$ cat src/rtl/xmlx_pkg.sv
// Shared types and constants for the XML markup lexer.
// Used by every module under rtl; depends on nothing else.
package xmlx_pkg;

    localparam int DEPTH_BITS_DEF = 8;

    localparam logic [7:0] CH_LT     = 8'h3C;  // '<'
    localparam logic [7:0] CH_GT     = 8'h3E;  // '>'
    localparam logic [7:0] CH_DQUOTE = 8'h22;  // '"'
    localparam logic [7:0] CH_SQUOTE = 8'h27;  // '\''
    localparam logic [7:0] CH_BSLASH = 8'h5C;  // '\\'
    localparam logic [7:0] CH_MINUS  = 8'h2D;  // '-'
    localparam logic [7:0] CH_QMARK  = 8'h3F;  // '?'
    localparam logic [7:0] CH_BANG   = 8'h21;  // '!'
    localparam logic [7:0] CH_SLASH  = 8'h2F;  // '/'

    typedef struct packed {
        logic [7:0] char_val;
        logic [3:0] lex_state;
        logic [7:0] nest_depth;
        logic       record_end;
    } result_t;

endpackage

$ cat src/rtl/xmlx_lex.sv
// Lexer state machine: state, quote kind and nesting depth, plus the
// result for the byte on the input. Depends on xmlx_pkg.
module xmlx_lex #(
    parameter int DEPTH_BITS = xmlx_pkg::DEPTH_BITS_DEF
) (
    input  logic              clk,
    input  logic              rst_n,
    input  logic              take,
    input  logic [7:0]        char_in,
    input  logic [7:0]        record_depth,
    output xmlx_pkg::result_t res
);
    import xmlx_pkg::*;

    localparam int CMP_W = (DEPTH_BITS > 8) ? DEPTH_BITS : 8;

    typedef enum logic [3:0] {
        S_TEXT   = 4'd0,
        S_OPEN   = 4'd1,
        S_TAG    = 4'd2,
        S_CLOSE  = 4'd3,
        S_SELF   = 4'd4,
        S_QUOTE  = 4'd5,
        S_QESC   = 4'd6,
        S_PRECOM = 4'd7,
        S_COM    = 4'd8,
        S_COM_M  = 4'd9,
        S_COM_MM = 4'd10,
        S_DECL   = 4'd11,
        S_DECL_Q = 4'd12
    } state_t;

    state_t                state_reg, state_next;
    logic                  quote_reg, quote_next;
    logic [DEPTH_BITS-1:0] nest_reg, nest_next;
    logic                  rec;
    logic [7:0]            quote_char;
    logic [CMP_W-1:0]      nest_ext;
    logic [CMP_W-1:0]      rec_ext;
    logic                  depth_hit;

    assign quote_char = quote_reg ? CH_SQUOTE : CH_DQUOTE;
    assign nest_ext   = CMP_W'(nest_next);
    assign rec_ext    = CMP_W'(record_depth);
    assign depth_hit  = (nest_ext == rec_ext);

    always_comb
    begin
        state_next = state_reg;
        quote_next = quote_reg;
        nest_next  = nest_reg;
        rec        = 1'b0;
        case (state_reg)
            S_TEXT:
            begin
                if (char_in == CH_LT) state_next = S_OPEN;
            end
            S_OPEN:
            begin
                if (char_in == CH_QMARK)      state_next = S_DECL;
                else if (char_in == CH_BANG)  state_next = S_PRECOM;
                else if (char_in == CH_SLASH) state_next = S_CLOSE;
                else                          state_next = S_TAG;
            end
            S_TAG:
            begin
                if (char_in == CH_GT)
                begin
                    state_next = S_TEXT;
                    if (nest_reg != '1) nest_next = nest_reg + DEPTH_BITS'(1);
                end
                else if (char_in == CH_DQUOTE)
                begin
                    state_next = S_QUOTE;
                    quote_next = 1'b0;
                end
                else if (char_in == CH_SQUOTE)
                begin
                    state_next = S_QUOTE;
                    quote_next = 1'b1;
                end
                else if (char_in == CH_SLASH)
                begin
                    state_next = S_SELF;
                end
            end
            S_CLOSE:
            begin
                if (char_in == CH_GT)
                begin
                    // saturate at zero
                    if (nest_reg != '0) nest_next = nest_reg - DEPTH_BITS'(1);
                    rec        = depth_hit;
                    state_next = S_TEXT;
                end
            end
            S_SELF:
            begin
                if (char_in == CH_GT)
                begin
                    rec        = depth_hit;
                    state_next = S_TEXT;
                end
                else
                begin
                    state_next = S_TAG;
                end
            end
            S_PRECOM, S_COM:
            begin
                if (char_in == CH_MINUS) state_next = S_COM_M;
            end
            S_COM_M:  state_next = (char_in == CH_MINUS) ? S_COM_MM : S_COM;
            S_COM_MM: state_next = (char_in == CH_GT) ? S_TEXT : S_COM;
            S_DECL:
            begin
                if (char_in == CH_QMARK) state_next = S_DECL_Q;
            end
            S_DECL_Q: state_next = (char_in == CH_GT) ? S_TEXT : S_DECL;
            S_QUOTE:
            begin
                // backslash wins over the closing quote
                if (char_in == CH_BSLASH)       state_next = S_QESC;
                else if (char_in == quote_char) state_next = S_TAG;
            end
            S_QESC:   state_next = S_QUOTE;
            default:  state_next = S_TEXT;
        endcase
    end

    always_comb
    begin
        res.char_val   = char_in;
        res.lex_state  = state_next;
        res.nest_depth = nest_ext[7:0];
        res.record_end = rec;
    end

    always_ff @(posedge clk or negedge rst_n)
    begin
        if (!rst_n)
        begin
            state_reg <= S_TEXT;
            quote_reg <= 1'b0;
            nest_reg  <= '0;
        end
        else if (take)
        begin
            state_reg <= state_next;
            quote_reg <= quote_next;
            nest_reg  <= nest_next;
        end
    end

endmodule

$ cat src/rtl/xmlx_result.sv
// Result register with valid flag; holds a request until the sink takes it.
// Depends on xmlx_pkg.
module xmlx_result (
    input  logic              clk,
    input  logic              rst_n,
    input  logic              load,
    input  xmlx_pkg::result_t res_in,
    input  logic              result_ready,
    output logic              result_valid,
    output xmlx_pkg::result_t res_out
);
    import xmlx_pkg::*;

    logic    valid_reg, valid_next;
    result_t data_reg;

    assign valid_next   = load | (valid_reg & ~result_ready);
    assign result_valid = valid_reg;
    assign res_out      = data_reg;

    always_ff @(posedge clk or negedge rst_n)
    begin
        if (!rst_n)
            valid_reg <= 1'b0;
        else
            valid_reg <= valid_next;
    end

    always_ff @(posedge clk)
    begin
        if (load) data_reg <= res_in;
    end

endmodule

$ cat src/rtl/xml_markup_lexer_step.sv
// XML markup lexer, one byte per request.
// The result is registered: it is valid in the cycle after the byte is accepted.
// Throughput: 1 byte per cycle while the sink drains the result; the lexer state update is the only loop.
// A new byte is taken while the result slot is empty or being drained.
// Reset (rst_n low, async): text state, depth 0, record_depth 0, no result.
// Depends on xmlx_pkg, xmlx_lex and xmlx_result.
module xml_markup_lexer_step #(
    parameter int DEPTH_BITS = xmlx_pkg::DEPTH_BITS_DEF
) (
    input  logic       clk,
    input  logic       rst_n,
    input  logic       cfg_valid,
    output logic       cfg_ready,
    input  logic [7:0] cfg_data,
    input  logic       item_valid,
    output logic       item_ready,
    input  logic [7:0] char_in,
    output logic       result_valid,
    input  logic       result_ready,
    output logic [7:0] char_out,
    output logic [3:0] lex_state,
    output logic [7:0] nest_depth,
    output logic       record_end
);
    import xmlx_pkg::*;

    logic [7:0] record_depth_reg;
    logic       take;
    result_t    res_now;
    result_t    res_held;

    assign cfg_ready  = 1'b1;
    assign item_ready = ~result_valid | result_ready;
    assign take       = item_valid & item_ready;

    always_ff @(posedge clk or negedge rst_n)
    begin
        if (!rst_n)
            record_depth_reg <= '0;
        else if (cfg_valid)
            record_depth_reg <= cfg_data;
    end

    xmlx_lex #(
        .DEPTH_BITS(DEPTH_BITS)
    ) u_lex (
        .clk         (clk),
        .rst_n       (rst_n),
        .take        (take),
        .char_in     (char_in),
        .record_depth(record_depth_reg),
        .res         (res_now)
    );

    xmlx_result u_result (
        .clk         (clk),
        .rst_n       (rst_n),
        .load        (take),
        .res_in      (res_now),
        .result_ready(result_ready),
        .result_valid(result_valid),
        .res_out     (res_held)
    );

    assign char_out   = res_held.char_val;
    assign lex_state  = res_held.lex_state;
    assign nest_depth = res_held.nest_depth;
    assign record_end = res_held.record_end;

endmodule
$ cat config.mk
export PLATFORM = sky130hd
export DESIGN_NAME = xml_markup_lexer_step
export DESIGN_NICKNAME = d
export VERILOG_FILES = /design/src/rtl/xmlx_pkg.sv /design/src/rtl/xmlx_lex.sv /design/src/rtl/xmlx_result.sv /design/src/rtl/xml_markup_lexer_step.sv
export SDC_FILE = /design/constraint.sdc
export NUM_CORES = 1
export LEC_CHECK = 0
export BUFFER_PORTS_ARGS = -buffer_cell sky130_fd_sc_hd__buf_2
export CAP_MARGIN = 20
export CORE_MARGIN = 2
export CORE_UTILIZATION = 57
export CTS_CLUSTER_DIAMETER = 30
export CTS_CLUSTER_SIZE = 24
export DETAILED_ROUTE_END_ITERATION = 16
export HOLD_SLACK_MARGIN = 0.08
export PLACE_DENSITY = 0.77
export SKIP_LAST_GASP = 1
export SYNTH_ARGS = -nofsm -noshare
export SYNTH_HDL_FRONTEND = slang
export SYNTH_SLANG_ARGS = --single-unit
$ cat constraint.sdc
create_clock -name clk -period 3.5 [get_ports clk]
set_input_delay 0.525 -clock clk [delete_from_list [all_inputs] [get_ports clk]]
set_output_delay 0.525 -clock clk [all_outputs]
set_load 0.05 [all_outputs]
==> out/metrics.cfg <==
[outcome]
run_status=finished, final reports clean

[drt]
via_per_inst=6.24
routed_wl_mm=6.73
drt_first_iter_violations=500
vias=2420
wl_per_cell_um=17.3
drt.antenna.violating_nets=0
wl_met3_um=630
wl_met1_mm=3.02
drc=0
dr.pass1.iters=6
wl_met2_mm=2.91
dr.max_layer_used=met4

[layout]
diodes=0
final_layout_size_suffix_gt1_share_pct=30.2
largest_register_ffs=21
num-fill-cells=382
finalNetCount=345
syn2layout_area_growth_pct=12.6
fin_util_pct=66.8

[yosys]
synth_area_leaders=edfxtp_1 23%, dfrtp_1 20%, mux2_2 5.2%, nand2_1 3.8%, nor2_1 2.5%
synth-seq-area-share_pct=42.2
yosysWarningCount=0
synthCells=280
synth.distinct_cells=76
synth-seq-cells=43
post_synth.cell_area_avg_sq_um=10.0
syn_nets=304
synth_area_leader_cell=edfxtp_1
synth_area_sq_um=2800
synth_most_common_cell=nand2_1
ys.flop_type=dfrtp_1
synth_top_area_share_pct=22.5
yosys-top-cells-count=28 x nand2_1, 22 x dfrtp_1, 21 x edfxtp_1, 19 x nor2_1
async_flop_share_pct=51.2
synth-edff-count=21

[worst_setup_path]
cp_max_fo=6
worstPathCellList=inv_1 > ha_1 > or4b_4 > o21a_1 > a32o_1 > a211oi_4 > xnor2_1 > or4_1 > nor4_2
critPathLaunchType=flip-flop
cp.arrival_ns=3.13
slowest_delay_ns=0.58
crit_path_end_kind=flip-flop
criticalPathCategory=flip-flop to flip-flop
worstPathRequired_ns=3.62
critPathSlowestCell=or4_1

[sta]
post-route-period-util_pct=85.9
fin_crit_ns=3.01
whs_ns=0.193
worstMarginPinSlew_ns=0.719
final.setup.tns_ns=0
setup_viol=0
slew-limit-headroom_pct=52.0
skew_ns=0.00510
fmax_ghz=0.333
hold_violations=0
maxSlewViolCount=0
rsz0062_at_grt=no

[clock_network]
clk_latency_ns=0.30
htree_levels=2
cts-root-buf=clkbuf_8
clkTransAtPathRegs_ns=0.08
cts_sinks=43
ctsResizeCount=0
cts_tree=yes
holdBufCountCts=0
numCtsBuffers=5
cts_setup_buffers=0
cts_buffer_depth=2

[power_and_ir_drop]
power_mw=1.73
power_leakage_nw=1.27
max-vdd-ir-drop_uv=289
powerDensity_nw_per_um2=549

[global_route]
antenna_found_initial=0
grt_max_degree=23
gr-total-overflow=0
grt_pass1_wl_mm=10.8
track_usage_pct=26.4
grt_pass1_vias=2109

[run]
drv_cap=0

[place]
place_congestion=1.01
dp_hpwl_mm=4.86
port_buffers=43

[floorplan]
dieArea_sq_um=5490
io_pins=45
core_sq_um=4720
start_util_pct=59.3
num_rows=25
die_y_um=74.1
die_x_um=74.1

[hold_path]
hold_class=primary input to async pin

-- cell type report --
class	instances	area [sq um]	area share, %
sequential	43	1180	37.4
clock buffer	7	97.6	3.09
multi-input combinational	206	1450	45.9
tap	67	83.8	2.66
inverter	10	37.5	1.19
timing repair buffer	55	305	9.68
-- report_power, final --
group | switching [mW] | internal [mW] | total (mW) | leakage [nW]
registers | 0.104 | 0.618 | 0.721 | 0.473
clock network | 0.164 | 0.180 | 0.344 | 0.0495
logic | 0.419 | 0.246 | 0.665 | 0.751
-- cells by family after synthesis --
logic type	Yosys count	synth area share [%]
simple gates	109	23.0
compound gates	67	17.8
flops	43	42.2
buf+inv	31	6.12
mux	16	6.30
xor+xnor	10	3.13
fa+ha+maj	3	1.34
other cells	1	0.134
-- critical path, delay by kind of cell (launching register included) --
kind                     cells  cell delay [ns]
AND/OR/NAND/NOR              3             1.21
XOR/XNOR                     1             0.08
flip-flops                   1             0.44
AO/OA/AOI/OAI                3             0.80
buffers and inverters        1             0.15
adder cells (fa/ha/maj)      1             0.15
-- final timing paths --
kind / startpoint / endpoint / slack (ns) / cells after the start
setup reg to reg: u_lex.nest_reg[0] / u_result.res_out[0] / 0.49 / 9
setup / recovery: u_lex.nest_reg[0] / u_result.res_out[0] / 0.49 / 9
min in group clk: item_valid / u_result.result_valid / 0.43 / 2
hold reg to reg: record_depth_reg[1] / record_depth_reg[1] / 0.53 / 1
hold / removal: rst_n / record_depth_reg[4] / 0.19 / 1
max in group asynchronous: rst_n / u_lex.nest_reg[3] / 2.96 / 1
-- placed cells by master, fill, tap and decap left out, drive strengths merged, types with 3 or more instances in the layout --
master | synthesis | routed
a21oi | 13 | 13
a31o | 3 | 3
a31oi | 5 | 5
a41oi | 3 | 3
and3 | 6 | 6
and4 | 3 | 3
buf | 11 | 55
clkbuf | 10 | 7
dfrtp | 22 | 22
edfxtp | 21 | 21
ha | 3 | 3
inv | 10 | 10
mux2 | 13 | 13
mux2i | 3 | 3
nand2 | 28 | 28
nand2b | 4 | 4
nand3 | 6 | 6
nand4 | 7 | 7
nor2 | 19 | 19
nor3 | 7 | 7
nor3b | 3 | 3
nor4 | 6 | 6
o211ai | 4 | 4
o21ai | 10 | 10
o22ai | 4 | 4
or3 | 3 | 3
xnor2 | 8 | 8
-- routing by layer --
metal | up-vias | global-route usage, %
li1 | 1142 | -
met1 | 1100 | 38.9
met2 | 155 | 37.7
met3 | 23 | 5.69
met4 | 0 | 10.7
met5 | - | 0
-- metrics by stage --
stage | std cells | worst slack [ns] | area, sq um
after floorplan | 280 | 0.671 | 2800
after global placement | 381 | 0.489 | 3060
after detailed placement | 381 | 0.496 | 3060
after CTS | 388 | 0.514 | 3150
after global routing | 388 | 0.332 | 3150
final | 388 | 0.493 | 3150
No activity file was read; power rests on OpenSTA's default activity.
